File: src/sv/skm_pkg.sv
// shared types, register map and constants of the kalman servo mapper
package skm_pkg;

  localparam int GAIN_BITS     = 16;
  localparam int NOISE_BITS    = 24;
  localparam int PULSE_BITS    = 16;
  localparam int KNOB_BITS     = 12;
  localparam int CFG_ADDR_BITS = 5;
  localparam int CFG_DATA_BITS = 32;

  localparam logic [NOISE_BITS-1:0] MEAS_NOISE_RST = 24'd419430;
  localparam logic [NOISE_BITS-1:0] PROC_NOISE_RST = 24'd41943;
  localparam logic [PULSE_BITS-1:0] PULSE_LO_RST   = 16'd2250;
  localparam logic [PULSE_BITS-1:0] PULSE_HI_RST   = 16'd5500;
  localparam logic [KNOB_BITS-1:0]  KNOB_FULL_RST  = 12'd4095;

  typedef enum logic [2:0] {
    REG_MEAS_NOISE = 3'd0,
    REG_PROC_NOISE = 3'd1,
    REG_PULSE_LO   = 3'd2,
    REG_PULSE_HI   = 3'd3,
    REG_KNOB_FULL  = 3'd4
  } cfg_reg_t;

  typedef struct packed {
    logic [NOISE_BITS-1:0] meas_noise;
    logic [NOISE_BITS-1:0] proc_noise;
    logic [PULSE_BITS-1:0] pulse_lo;
    logic [PULSE_BITS-1:0] pulse_hi;
    logic [KNOB_BITS-1:0]  knob_full;
  } cfg_t;

  typedef enum logic [3:0] {
    OP_NONE,
    OP_LOAD,
    OP_GAIN_INIT,
    OP_DIV_STEP,
    OP_K_LATCH,
    OP_MUL_COV,
    OP_COV_EST,
    OP_EST_WB,
    OP_MUL_MAP,
    OP_MAP_INIT,
    OP_PUBLISH
  } dp_op_t;

  typedef struct packed {
    dp_op_t op;
    logic   est_up;
  } skm_cmd_t;

  typedef enum logic [3:0] {
    ST_IDLE,
    ST_GAIN,
    ST_KGET,
    ST_MULCOV,
    ST_COVEST,
    ST_ESTWB,
    ST_MULMAP,
    ST_MAPINIT,
    ST_MAPDIV,
    ST_PUB
  } state_t;

endpackage

File: src/sv/skm_in_if.sv
// sample channel: valid, ready and the raw knob reading
interface skm_in_if #(
  parameter int SAMPLE_BITS = 12
) ();
  logic                   valid;
  logic                   ready;
  logic [SAMPLE_BITS-1:0] sample;

  modport source (output valid, output sample, input ready);
  modport sink (input valid, input sample, output ready);
endinterface

File: src/sv/skm_out_if.sv
// result channel: valid, ready, filtered reading and servo pulse width
interface skm_out_if #(
  parameter int SAMPLE_BITS = 12
) ();
  logic                   valid;
  logic                   ready;
  logic [SAMPLE_BITS-1:0] filtered;
  logic [15:0]            pulse;

  modport source (output valid, output filtered, output pulse, input ready);
  modport sink (input valid, input filtered, input pulse, output ready);
endinterface

File: src/sv/skm_cfg.sv
// apb register file holding noise terms and pulse mapping limits
module skm_cfg (
  input  logic                                clk,
  input  logic                                rst_n,
  input  logic                                psel,
  input  logic                                penable,
  input  logic                                pwrite,
  input  logic [skm_pkg::CFG_ADDR_BITS-1:0]   paddr,
  input  logic [skm_pkg::CFG_DATA_BITS-1:0]   pwdata,
  output logic [skm_pkg::CFG_DATA_BITS-1:0]   prdata,
  output logic                                pready,
  output skm_pkg::cfg_t                       cfg
);

  skm_pkg::cfg_t     cfg_r;
  skm_pkg::cfg_t     cfg_nxt;
  skm_pkg::cfg_reg_t idx;
  logic              wr_en;

  assign idx    = skm_pkg::cfg_reg_t'(paddr[skm_pkg::CFG_ADDR_BITS-1:2]);
  assign wr_en  = psel && penable && pwrite;
  assign pready = 1'b1;
  assign cfg    = cfg_r;

  always_comb begin
    cfg_nxt = cfg_r;
    if (wr_en) begin
      unique case (idx)
        skm_pkg::REG_MEAS_NOISE: cfg_nxt.meas_noise = pwdata[skm_pkg::NOISE_BITS-1:0];
        skm_pkg::REG_PROC_NOISE: cfg_nxt.proc_noise = pwdata[skm_pkg::NOISE_BITS-1:0];
        skm_pkg::REG_PULSE_LO:   cfg_nxt.pulse_lo   = pwdata[skm_pkg::PULSE_BITS-1:0];
        skm_pkg::REG_PULSE_HI:   cfg_nxt.pulse_hi   = pwdata[skm_pkg::PULSE_BITS-1:0];
        skm_pkg::REG_KNOB_FULL:  cfg_nxt.knob_full  = pwdata[skm_pkg::KNOB_BITS-1:0];
        default: ;
      endcase
    end
  end

  always_comb begin
    unique case (idx)
      skm_pkg::REG_MEAS_NOISE: prdata = skm_pkg::CFG_DATA_BITS'(cfg_r.meas_noise);
      skm_pkg::REG_PROC_NOISE: prdata = skm_pkg::CFG_DATA_BITS'(cfg_r.proc_noise);
      skm_pkg::REG_PULSE_LO:   prdata = skm_pkg::CFG_DATA_BITS'(cfg_r.pulse_lo);
      skm_pkg::REG_PULSE_HI:   prdata = skm_pkg::CFG_DATA_BITS'(cfg_r.pulse_hi);
      skm_pkg::REG_KNOB_FULL:  prdata = skm_pkg::CFG_DATA_BITS'(cfg_r.knob_full);
      default:                 prdata = '0;
    endcase
  end

  always_ff @(posedge clk) begin
    if (!rst_n) begin
      cfg_r.meas_noise <= skm_pkg::MEAS_NOISE_RST;
      cfg_r.proc_noise <= skm_pkg::PROC_NOISE_RST;
      cfg_r.pulse_lo   <= skm_pkg::PULSE_LO_RST;
      cfg_r.pulse_hi   <= skm_pkg::PULSE_HI_RST;
      cfg_r.knob_full  <= skm_pkg::KNOB_FULL_RST;
    end else begin
      cfg_r <= cfg_nxt;
    end
  end

endmodule

File: src/sv/skm_ctrl.sv
// sequencer: steps the datapath through gain, update and pulse mapping
module skm_ctrl #(
  parameter int SAMPLE_BITS = 12
) (
  input  logic              clk,
  input  logic              rst_n,
  input  logic              in_valid,
  output logic              in_ready,
  output logic              out_valid,
  input  logic              out_ready,
  input  logic              est_up,
  output skm_pkg::skm_cmd_t cmd
);

  localparam int TW   = SAMPLE_BITS + skm_pkg::PULSE_BITS;
  localparam int CNTW = $clog2(TW);

  skm_pkg::state_t  state_r, state_nxt;
  logic [CNTW-1:0]  cnt_r, cnt_nxt;
  logic             primed_r, primed_nxt;
  logic             out_valid_r, out_valid_nxt;
  logic             slot_free;

  assign slot_free = !out_valid_r || out_ready;
  assign out_valid = out_valid_r;

  // next state, step counter and flags
  always_comb begin
    state_nxt     = state_r;
    cnt_nxt       = cnt_r;
    primed_nxt    = primed_r;
    out_valid_nxt = out_valid_r;
    if (out_valid_r && out_ready) begin
      out_valid_nxt = 1'b0;
    end
    unique case (state_r)
      skm_pkg::ST_IDLE: begin
        if (in_valid) begin
          primed_nxt = 1'b1;
          cnt_nxt    = CNTW'(skm_pkg::GAIN_BITS - 1);
          if (primed_r) begin
            state_nxt = skm_pkg::ST_GAIN;
          end
        end
      end
      skm_pkg::ST_GAIN: begin
        cnt_nxt = cnt_r - 1'b1;
        if (cnt_r == '0) begin
          state_nxt = skm_pkg::ST_KGET;
        end
      end
      skm_pkg::ST_KGET:    state_nxt = skm_pkg::ST_MULCOV;
      skm_pkg::ST_MULCOV:  state_nxt = skm_pkg::ST_COVEST;
      skm_pkg::ST_COVEST:  state_nxt = skm_pkg::ST_ESTWB;
      skm_pkg::ST_ESTWB:   state_nxt = skm_pkg::ST_MULMAP;
      skm_pkg::ST_MULMAP:  state_nxt = skm_pkg::ST_MAPINIT;
      skm_pkg::ST_MAPINIT: begin
        cnt_nxt   = CNTW'(TW - 1);
        state_nxt = skm_pkg::ST_MAPDIV;
      end
      skm_pkg::ST_MAPDIV: begin
        cnt_nxt = cnt_r - 1'b1;
        if (cnt_r == '0) begin
          state_nxt = skm_pkg::ST_PUB;
        end
      end
      skm_pkg::ST_PUB: begin
        if (slot_free) begin
          out_valid_nxt = 1'b1;
          state_nxt     = skm_pkg::ST_IDLE;
        end
      end
      default: state_nxt = skm_pkg::ST_IDLE;
    endcase
  end

  // datapath commands
  always_comb begin
    cmd.op     = skm_pkg::OP_NONE;
    cmd.est_up = est_up;
    in_ready   = 1'b0;
    unique case (state_r)
      skm_pkg::ST_IDLE: begin
        in_ready = 1'b1;
        if (in_valid) begin
          cmd.op = primed_r ? skm_pkg::OP_GAIN_INIT : skm_pkg::OP_LOAD;
        end
      end
      skm_pkg::ST_GAIN:    cmd.op = skm_pkg::OP_DIV_STEP;
      skm_pkg::ST_KGET:    cmd.op = skm_pkg::OP_K_LATCH;
      skm_pkg::ST_MULCOV:  cmd.op = skm_pkg::OP_MUL_COV;
      skm_pkg::ST_COVEST:  cmd.op = skm_pkg::OP_COV_EST;
      skm_pkg::ST_ESTWB:   cmd.op = skm_pkg::OP_EST_WB;
      skm_pkg::ST_MULMAP:  cmd.op = skm_pkg::OP_MUL_MAP;
      skm_pkg::ST_MAPINIT: cmd.op = skm_pkg::OP_MAP_INIT;
      skm_pkg::ST_MAPDIV:  cmd.op = skm_pkg::OP_DIV_STEP;
      skm_pkg::ST_PUB: begin
        if (slot_free) begin
          cmd.op = skm_pkg::OP_PUBLISH;
        end
      end
      default: cmd.op = skm_pkg::OP_NONE;
    endcase
  end

  always_ff @(posedge clk) begin
    if (!rst_n) begin
      state_r     <= skm_pkg::ST_IDLE;
      cnt_r       <= '0;
      primed_r    <= 1'b0;
      out_valid_r <= 1'b0;
    end else begin
      state_r     <= state_nxt;
      cnt_r       <= cnt_nxt;
      primed_r    <= primed_nxt;
      out_valid_r <= out_valid_nxt;
    end
  end

`ifndef SYNTHESIS
  a_publish_free: assert property (@(posedge clk) disable iff (!rst_n)
    cmd.op == skm_pkg::OP_PUBLISH |-> (!out_valid_r || out_ready))
    else $error("result overwrites a beat still waiting");

  a_publish_valid: assert property (@(posedge clk) disable iff (!rst_n)
    cmd.op == skm_pkg::OP_PUBLISH |=> out_valid_r)
    else $error("published result not presented");

  a_first_no_work: assert property (@(posedge clk) disable iff (!rst_n)
    (in_valid && in_ready && !primed_r) |=> (state_r == skm_pkg::ST_IDLE && primed_r))
    else $error("first sample started an update");

  a_gain_count: assert property (@(posedge clk) disable iff (!rst_n)
    state_r == skm_pkg::ST_GAIN |-> cnt_r < CNTW'(skm_pkg::GAIN_BITS))
    else $error("gain division runs too long");
`endif

endmodule

File: src/sv/skm_dp.sv
// datapath: filter state, shared multiplier and shared restoring divider
module skm_dp #(
  parameter int SAMPLE_BITS   = 12,
  parameter int EST_FRAC_BITS = 16,
  parameter int COV_FRAC_BITS = 22
) (
  input  logic                   clk,
  input  skm_pkg::skm_cmd_t      cmd,
  input  skm_pkg::cfg_t          cfg,
  input  logic [SAMPLE_BITS-1:0] sample,
  output logic                   est_up,
  output logic [SAMPLE_BITS-1:0] filtered,
  output logic [15:0]            pulse
);

  localparam int GB = skm_pkg::GAIN_BITS;
  localparam int EW = SAMPLE_BITS + EST_FRAC_BITS;
  localparam int CW = COV_FRAC_BITS + 2;
  localparam int TW = SAMPLE_BITS + skm_pkg::PULSE_BITS;
  localparam int MW = (EW > CW) ? EW : CW;
  localparam int AW = GB + 1;
  localparam int PW = AW + MW;
  localparam int DW = ((CW > skm_pkg::NOISE_BITS) ? CW : skm_pkg::NOISE_BITS) + 1;
  localparam int QW = TW;

  logic [SAMPLE_BITS-1:0] s_r;
  logic [EW-1:0]          est_r;
  logic [CW-1:0]          cov_r;
  logic [GB-1:0]          k_r;
  logic [PW-1:0]          prod_r;
  logic [DW-1:0]          rem_r;
  logic [QW-1:0]          quo_r;
  logic [DW-1:0]          dvs_r;
  logic [SAMPLE_BITS-1:0] filt_r;
  logic [15:0]            pulse_r;

  logic [EW-1:0]          s_ext;
  logic [EW-1:0]          diff;
  logic [EW-1:0]          delta;
  logic [DW-1:0]          den;
  logic                   p_ge_den;
  logic [GB-1:0]          k_calc;
  logic [DW-1:0]          cov_sum;
  logic [CW-1:0]          cov_new;
  logic [15:0]            span;
  logic [DW-1:0]          kdiv;
  logic [AW-1:0]          mul_a;
  logic [MW-1:0]          mul_b;
  logic [PW-1:0]          prod_nxt;
  logic [DW:0]            sh;
  logic [DW:0]            trial;
  logic [15:0]            pulse_calc;

  assign s_ext    = {s_r, {EST_FRAC_BITS{1'b0}}};
  assign est_up   = s_ext >= est_r;
  assign diff     = est_up ? (s_ext - est_r) : (est_r - s_ext);
  assign delta    = prod_r[GB +: EW];

  assign den      = DW'(cov_r) + DW'(cfg.meas_noise);
  assign p_ge_den = DW'(cov_r) >= den;

  // zero noise and covariance gives no gain, zero noise alone saturates it
  always_comb begin
    if (den == '0) begin
      k_calc = '0;
    end else if (p_ge_den) begin
      k_calc = '1;
    end else begin
      k_calc = quo_r[GB-1:0];
    end
  end

  assign cov_sum = DW'(prod_r[GB +: CW]) + DW'(cfg.proc_noise);
  assign cov_new = (cov_sum[DW-1:CW] != '0) ? {CW{1'b1}} : cov_sum[CW-1:0];

  assign span = (cfg.pulse_hi >= cfg.pulse_lo) ? (cfg.pulse_hi - cfg.pulse_lo) : 16'd0;
  assign kdiv = (cfg.knob_full == '0) ? DW'(1) : DW'(cfg.knob_full);

  always_comb begin
    mul_a = '0;
    mul_b = '0;
    case (cmd.op)
      skm_pkg::OP_MUL_COV: begin
        mul_a = {1'b1, {GB{1'b0}}} - {1'b0, k_r};
        mul_b = MW'(cov_r);
      end
      skm_pkg::OP_COV_EST: begin
        mul_a = {1'b0, k_r};
        mul_b = MW'(diff);
      end
      skm_pkg::OP_MUL_MAP: begin
        mul_a = AW'(span);
        mul_b = MW'(est_r[EW-1:EST_FRAC_BITS]);
      end
      default: ;
    endcase
  end

  assign prod_nxt = PW'(mul_a) * PW'(mul_b);

  // one quotient bit a cycle
  assign sh    = {rem_r, quo_r[QW-1]};
  assign trial = sh - {1'b0, dvs_r};

  assign pulse_calc = (quo_r > QW'(cfg.pulse_hi)) ? 16'd0 : (cfg.pulse_hi - quo_r[15:0]);

  always_ff @(posedge clk) begin
    case (cmd.op)
      skm_pkg::OP_LOAD: begin
        s_r   <= sample;
        est_r <= {sample, {EST_FRAC_BITS{1'b0}}};
        cov_r <= '0;
      end
      skm_pkg::OP_GAIN_INIT: begin
        s_r   <= sample;
        rem_r <= p_ge_den ? '0 : DW'(cov_r);
        quo_r <= '0;
        dvs_r <= den;
      end
      skm_pkg::OP_DIV_STEP: begin
        if (!trial[DW]) begin
          rem_r <= trial[DW-1:0];
          quo_r <= {quo_r[QW-2:0], 1'b1};
        end else begin
          rem_r <= sh[DW-1:0];
          quo_r <= {quo_r[QW-2:0], 1'b0};
        end
      end
      skm_pkg::OP_K_LATCH: k_r <= k_calc;
      skm_pkg::OP_MUL_COV: prod_r <= prod_nxt;
      skm_pkg::OP_COV_EST: begin
        cov_r  <= cov_new;
        prod_r <= prod_nxt;
      end
      skm_pkg::OP_EST_WB: begin
        est_r <= cmd.est_up ? (est_r + delta) : (est_r - delta);
      end
      skm_pkg::OP_MUL_MAP: prod_r <= prod_nxt;
      skm_pkg::OP_MAP_INIT: begin
        rem_r <= '0;
        quo_r <= prod_r[QW-1:0];
        dvs_r <= kdiv;
      end
      skm_pkg::OP_PUBLISH: begin
        filt_r  <= est_r[EW-1:EST_FRAC_BITS];
        pulse_r <= pulse_calc;
      end
      default: ;
    endcase
  end

  assign filtered = filt_r;
  assign pulse    = pulse_r;

endmodule

File: src/sv/scalar_kalman_servo_mapper_core.sv
// top level of the scalar kalman knob filter with servo pulse mapping
// Each knob sample updates a one-dimensional Kalman estimate and gives one beat
// carrying the integer part of the estimate and an inverted servo pulse width;
// the first sample after reset only seeds the estimate and gives no beat. An
// updating sample occupies the block through gain division and pulse division,
// both on one shared restoring divider that yields one quotient bit per cycle,
// plus sequencing and shared multiplier steps. The seeding sample is taken in
// the idle state. A finished beat waits in the output register while the next
// sample is taken and worked on. Registers sit at byte addresses 0, 4, 8, 12
// and 16 and should be written only while the block is idle.
module scalar_kalman_servo_mapper_core #(
  parameter int SAMPLE_BITS   = 12,
  parameter int EST_FRAC_BITS = 16,
  parameter int COV_FRAC_BITS = 22
) (
  input  logic                              clk,
  input  logic                              rst_n,
  skm_in_if.sink                            in_if,
  skm_out_if.source                         out_if,
  input  logic                              psel,
  input  logic                              penable,
  input  logic                              pwrite,
  input  logic [skm_pkg::CFG_ADDR_BITS-1:0] paddr,
  input  logic [skm_pkg::CFG_DATA_BITS-1:0] pwdata,
  output logic [skm_pkg::CFG_DATA_BITS-1:0] prdata,
  output logic                              pready
);

  skm_pkg::cfg_t     cfg;
  skm_pkg::skm_cmd_t cmd;
  logic              est_up;

  skm_cfg u_cfg (
    .clk     (clk),
    .rst_n   (rst_n),
    .psel    (psel),
    .penable (penable),
    .pwrite  (pwrite),
    .paddr   (paddr),
    .pwdata  (pwdata),
    .prdata  (prdata),
    .pready  (pready),
    .cfg     (cfg)
  );

  skm_ctrl #(
    .SAMPLE_BITS (SAMPLE_BITS)
  ) u_ctrl (
    .clk       (clk),
    .rst_n     (rst_n),
    .in_valid  (in_if.valid),
    .in_ready  (in_if.ready),
    .out_valid (out_if.valid),
    .out_ready (out_if.ready),
    .est_up    (est_up),
    .cmd       (cmd)
  );

  skm_dp #(
    .SAMPLE_BITS   (SAMPLE_BITS),
    .EST_FRAC_BITS (EST_FRAC_BITS),
    .COV_FRAC_BITS (COV_FRAC_BITS)
  ) u_dp (
    .clk      (clk),
    .cmd      (cmd),
    .cfg      (cfg),
    .sample   (in_if.sample),
    .est_up   (est_up),
    .filtered (out_if.filtered),
    .pulse    (out_if.pulse)
  );

endmodule
File: src/flat_wrapper.sv
// flat-port wrapper written by rule: the top's interface ports become plain ports
module scalar_kalman_servo_mapper_core_flat 
#(
  parameter int SAMPLE_BITS   = 12,
  parameter int EST_FRAC_BITS = 16,
  parameter int COV_FRAC_BITS = 22
)
  (clk, rst_n, psel, penable, pwrite, paddr, pwdata, prdata, pready, in_if_valid, in_if_sample, in_if_ready, out_if_valid, out_if_filtered, out_if_pulse, out_if_ready);
  skm_in_if #(.SAMPLE_BITS(SAMPLE_BITS)) in_if_i ();
  skm_out_if #(.SAMPLE_BITS(SAMPLE_BITS)) out_if_i ();
  input  logic clk;
  input  logic rst_n;
  input  logic psel;
  input  logic penable;
  input  logic pwrite;
  input  logic [skm_pkg::CFG_ADDR_BITS-1:0] paddr;
  input  logic [skm_pkg::CFG_DATA_BITS-1:0] pwdata;
  output logic [skm_pkg::CFG_DATA_BITS-1:0] prdata;
  output logic pready;
  input wire logic [$bits(in_if_i.valid)-1:0] in_if_valid;
  input wire logic [$bits(in_if_i.sample)-1:0] in_if_sample;
  output wire logic [$bits(in_if_i.ready)-1:0] in_if_ready;
  output wire logic [$bits(out_if_i.valid)-1:0] out_if_valid;
  output wire logic [$bits(out_if_i.filtered)-1:0] out_if_filtered;
  output wire logic [$bits(out_if_i.pulse)-1:0] out_if_pulse;
  input wire logic [$bits(out_if_i.ready)-1:0] out_if_ready;
  assign in_if_i.valid = in_if_valid;
  assign in_if_i.sample = in_if_sample;
  assign in_if_ready = in_if_i.ready;
  assign out_if_valid = out_if_i.valid;
  assign out_if_filtered = out_if_i.filtered;
  assign out_if_pulse = out_if_i.pulse;
  assign out_if_i.ready = out_if_ready;
  scalar_kalman_servo_mapper_core #(.SAMPLE_BITS(SAMPLE_BITS), .EST_FRAC_BITS(EST_FRAC_BITS), .COV_FRAC_BITS(COV_FRAC_BITS)) u_core (.clk(clk), .rst_n(rst_n), .in_if(in_if_i), .out_if(out_if_i), .psel(psel), .penable(penable), .pwrite(pwrite), .paddr(paddr), .pwdata(pwdata), .prdata(prdata), .pready(pready));
endmodule
File: config.mk
export PLATFORM = sky130hd
export DESIGN_NAME = scalar_kalman_servo_mapper_core_flat
export DESIGN_NICKNAME = d
export VERILOG_FILES = /design/src/sv/skm_pkg.sv /design/src/sv/skm_in_if.sv /design/src/sv/skm_out_if.sv /design/src/sv/skm_cfg.sv /design/src/sv/skm_ctrl.sv /design/src/sv/skm_dp.sv /design/src/sv/scalar_kalman_servo_mapper_core.sv /design/src/flat_wrapper.sv
export SDC_FILE = /design/constraint.sdc
export NUM_CORES = 2
export LEC_CHECK = 0
export ABC_CLOCK_PERIOD_IN_PS = 28400
export BUFFER_PORTS_ARGS = -buffer_cell sky130_fd_sc_hd__buf_2
export CORE_MARGIN = 5
export CORE_UTILIZATION = 55
export CTS_BUF_LIST = sky130_fd_sc_hd__clkbuf_2 sky130_fd_sc_hd__clkbuf_4 sky130_fd_sc_hd__clkbuf_8
export DETAILED_ROUTE_END_ITERATION = 7
export PLACE_DENSITY_LB_ADDON = 0.15
export SYNTH_ARGS = -nofsm -noshare
export SYNTH_HDL_FRONTEND = slang
export SYNTH_SLANG_ARGS = --single-unit
File: constraint.sdc
create_clock -name clk -period 28.4 [get_ports clk]
set_clock_uncertainty 0.15 [all_clocks]
set_input_delay 1.42 -clock clk [delete_from_list [all_inputs] [get_ports clk]]
set_output_delay 1.42 -clock clk [all_outputs]
set_load 0.02 [all_outputs]
==> metrics.md <==
| Metric | Value |
|---|---|
| Violation count after the first detailed-route iteration | `3242` |
| Netlist Area Pre-Place | `38400 um^2` |
| Global placer's final weighted congestion | `0.977` |
| Initial core utilization | `55.6%` |
| Number of cells on the worst hold path | `2` |
| Clock buffer depth | `3` |
| Grt met2 use | `~49%` |
| Sequential cell area fraction in the yosys report | `roughly a quarter` |
| Net count of the finished layout | `5226` |
| HP Start | `u_core.u_cfg.cfg[37]$_SDFFE_PN0P_` |
| Mapped Avg Cell Area | `8.68 um^2` |
| Max transition margin | `17.3%` |
| Number of CTS-inserted buffers | `56` |
| Final setup fails | `0` |
| Number of antenna violations at the first check in global routing | `7` |
| Critical path fanouts, max | `40` |
| # Post-CTS Setup Buffers | `0` |
| First-pass iteration count of the detailed router | `5` |
| Number of cells produced by synthesis | `4418` |
| Detail-routed via count per cell | `5.94` |
| Detailed Route WL | `~120000 um` |
| Crit-path max cell delay | `0.87 ns` |
| Layout overhead on the synthesized area | `7.45%` |
| Layer carrying the most global-route usage | `met2` |
| Status | `finished clean` |
| Core region area | `around 69000 um^2` |
| Number of input and output port buffers inserted | `99` |
| Via count of the first global-routing pass | `31800` |
| Total of cells resized after clock tree synthesis | `0` |
| Hold Crit Class | `flop to flop` |
| Clock sink count | `333` |
| PD cells | `roughly 52 nW/um^2` |
| Worst slew pin tran | `1.24 ns` |
| Clk slew on worst S/H paths | `0.06 ns` |
| Routed len/inst | `roughly 21 um` |
| Synthesis warning total | `0` |
| Critical path start-end classification | `flop to flop` |
| Most frequent cells in the layout | `652 x sky130_fd_sc_hd__nand2_1, 627 x sky130_fd_sc_hd__inv_1, 395 x sky130_fd_sc_hd__fa_1` |
| Worst R2R End | `u_core.u_dp.prod_r[43]$_DFFE_PP_` |
| Maximum achievable frequency | `92.0 MHz` |
| Flops & latches, synth | `333` |
| Setup slack of the worst register-to-register path | `17.53 ns` |
| Final-layout worst hold slack | `0.320 ns` |
| Critical path launch point | `u_core.u_dp.est_r[17]$_DFFE_PP_` |
| Ys async rst share | `0%` |
| Max capacitance violation total | `0` |
| Distinct cells, synth | `~90` |
| Fill count | `6278` |
| Placement Rows | `96` |
| GRT Util Overall | `30.9%` |
| Detailed placement HPWL | `90700 um` |
| Area of the die | `75100 um^2` |
| Share of layout cells above drive strength 1 | `7.37%` |
| Number of cell instances on the worst register-to-register path | `32` |
| Residual DRC | `0` |
| Share of the synthesized area in the top cell type | `20.6%` |
| Global routing usage on met3 | `4.48%` |
| R2R Path Start | `u_core.u_dp.est_r[17]$_DFFE_PP_` |
| Overflow after GRT | `0` |
| Most frequent standard cell in the layout excluding fill and tap cells | `sky130_fd_sc_hd__nand2_1` |
| Antenna violation net count after detailed routing | `0` |
| Final period demand of the worst path | `10.87 ns` |
| Number of levels in the clock H-tree | `2` |
| Reported leakage power | `18.2 nW` |
| Arr. time, crit path | `11.15 ns` |
| Library cell occupying the most area in the post-synthesis netlist | `sky130_fd_sc_hd__fa_1` |
| Cell seen most often among critical-path stages | `sky130_fd_sc_hd__fa_1` |
| Max Slew Vio Count | `0` |
| Startpoint Class | `flop` |
| Die height | `274 um` |
| Hold Vio Cnt, Final | `0` |
| RSZ-0062 raised after global routing | `false` |
| Cell at the slowest stage of the critical path | `sky130_fd_sc_hd__o21ai_2` |
| Wire length of the first global-routing pass | `182000 um` |
| TritonCTS clock tree | `done` |
| Buffer type at the clock tree root | `sky130_fd_sc_hd__clkbuf_8` |
| Total number of vias | `32300` |
| Largest vdd supply drop | `0.0000493 V` |
| Die width | `274 um` |
| Top-level I/O count | `~120` |
| WP data required | `between 20 and 30 ns` |
| Number of buffers added to fix hold violations after cts | `0` |
| Number of enable-type register cells in the synthesized netlist | `230` |
| Critical path endpoint category | `flop` |
| Final-layout setup total negative slack | `0 ns` |
| Top cells by area in the synthesized netlist | `sky130_fd_sc_hd__fa_1 21%, sky130_fd_sc_hd__edfxtp_1 18%, sky130_fd_sc_hd__ha_1 10%` |
| Clock insertion delay at the later pin of the skew report | `0.69 ns` |
| Final worst-path cycle share | `38.3%` |
| Maximum number of pins on one net before global-route repair | `104` |
| Hold Path End | `u_core.u_cfg.cfg[37]$_SDFFE_PN0P_` |
| Primary flip-flop cell chosen by synthesis mapping | `sky130_fd_sc_hd__edfxtp_1` |
| Met1 Resource Use GR | `a little over two fifths` |
[critical path, delay by kind of cell (launching register included)]
kind / cells / cell delay [ns]
AO/OA/AOI/OAI: 11 / 4.03
adder cells (fa/ha/maj): 8 / 3.75
AND/OR/NAND/NOR: 4 / 0.88
buffers and inverters: 6 / 0.69
flip-flops: 1 / 0.58
multiplexers: 1 / 0.27
XOR/XNOR: 2 / 0.22
[cell families (layout without fill, tap and decap cells)]
group                    Yosys count  after routing  synth area share, %
buffers and inverters            820            897                 8.22
other                              2             17               0.0196
XOR/XNOR                         185            185                 4.22
adder cells (fa/ha/maj)          709            709                 30.8
flip-flops                       333            333                 23.4
AO/OA/AOI/OAI                    900            900                 15.6
AND/OR/NAND/NOR                 1445           1445                 16.9
multiplexers                      24             24                0.766
[through the flow]
step	utilization (%)	cell area, um^2	instances	total power, mW	setup WS (ns)
after detailed placement	58.0	40000	5334	1.63	17.80
after CTS	59.8	41200	5436	2.12	17.75
after global placement	58.0	40000	5334	1.63	17.83
after floorplan	-	38400	4428	1.38	19.48
final	59.8	41200	5441	2.13	17.53
after global routing	59.8	41200	5440	2.26	17.15
[cell usage after synthesis (all sizes together), types with 22 or more instances]
| cell | instances |
|---|---|
| nand2 | 654 |
| inv | 627 |
| fa | 395 |
| nor2 | 336 |
| ha | 314 |
| edfxtp | 230 |
| a21oi | 198 |
| o21ai | 195 |
| clkbuf | 155 |
| xnor2 | 114 |
| dfxtp | 103 |
| nand3 | 76 |
| nor3 | 76 |
| xor2 | 71 |
| and2 | 67 |
| a21o | 61 |
| a21boi | 57 |
| o21a | 53 |
| nand2b | 49 |
| a22oi | 46 |
| nor2b | 40 |
| buf | 38 |
| a31oi | 34 |
| o211ai | 30 |
| a221o | 28 |
| a211oi | 27 |
| nor4 | 25 |
| nand4 | 22 |
| o21bai | 22 |
[layout make-up]
cell class	instances	area (um^2)	area share (%)
tap	931	1160	2.83
timing repair buffer	168	1010	2.46
clock buffer	76	958	2.32
multi-input combinational	3275	26500	64.2
clock inverter	26	280	0.680
sequential	333	8970	21.8
inverter	627	2350	5.71
antenna	5	12.5	0.0303
[registers in the layout, summed over array words and instances, names as in the netlist, 4 cells and up]
signal,count
u_core.u_dp.prod_r,44
u_core.u_dp.dvs_r,25
u_core.u_dp.k_r,16
u_core.u_dp.pulse,16
u_core.u_dp.est_r,28
u_core.u_dp.quo_r,28
u_core.u_dp.s_r,12
u_core.u_dp.cov_r,24
u_core.u_dp.filtered,12
u_core.u_ctrl.state_r,4
u_core.u_cfg.cfg,92
u_core.u_dp.rem_r,25
u_core.u_ctrl.cnt_r,5
[per-layer routing]
layer / vias to the layer above / share of wire (%)
met1: 15900 / 42
met3: 257 / 7.9
li1: 14900 / -
met4: 6 / 4.4
met5: - / 0.033
met2: 1336 / 45
[how the worst max path moves through the flow]
| stage | to | slack, ns | cells past startpoint |
|---|---|---|---|
| final | u_core.u_dp.prod_r[43]$_DFFE_PP_ | 17.53 | 32 |
| after global routing | u_core.u_dp.prod_r[43]$_DFFE_PP_ | 17.15 | 32 |
| after CTS | u_core.u_dp.prod_r[43]$_DFFE_PP_ | 17.75 | 32 |
| after detailed placement | u_core.u_dp.prod_r[43]$_DFFE_PP_ | 17.80 | 32 |
| after global placement | u_core.u_dp.prod_r[43]$_DFFE_PP_ | 17.83 | 32 |
| after floorplan | u_core.u_dp.prod_r[43]$_DFFE_PP_ | 19.48 | 33 |
[power by group]
group	internal, mW	leakage [nW]	switching, mW	total (mW)
clock network	0.267	0.645	0.217	0.484
registers	0.620	2.98	0.0788	0.699
logic	0.366	14.6	0.579	0.945
total	1.25	18.2	0.875	2.13
(Power assumes the default switching activity.)
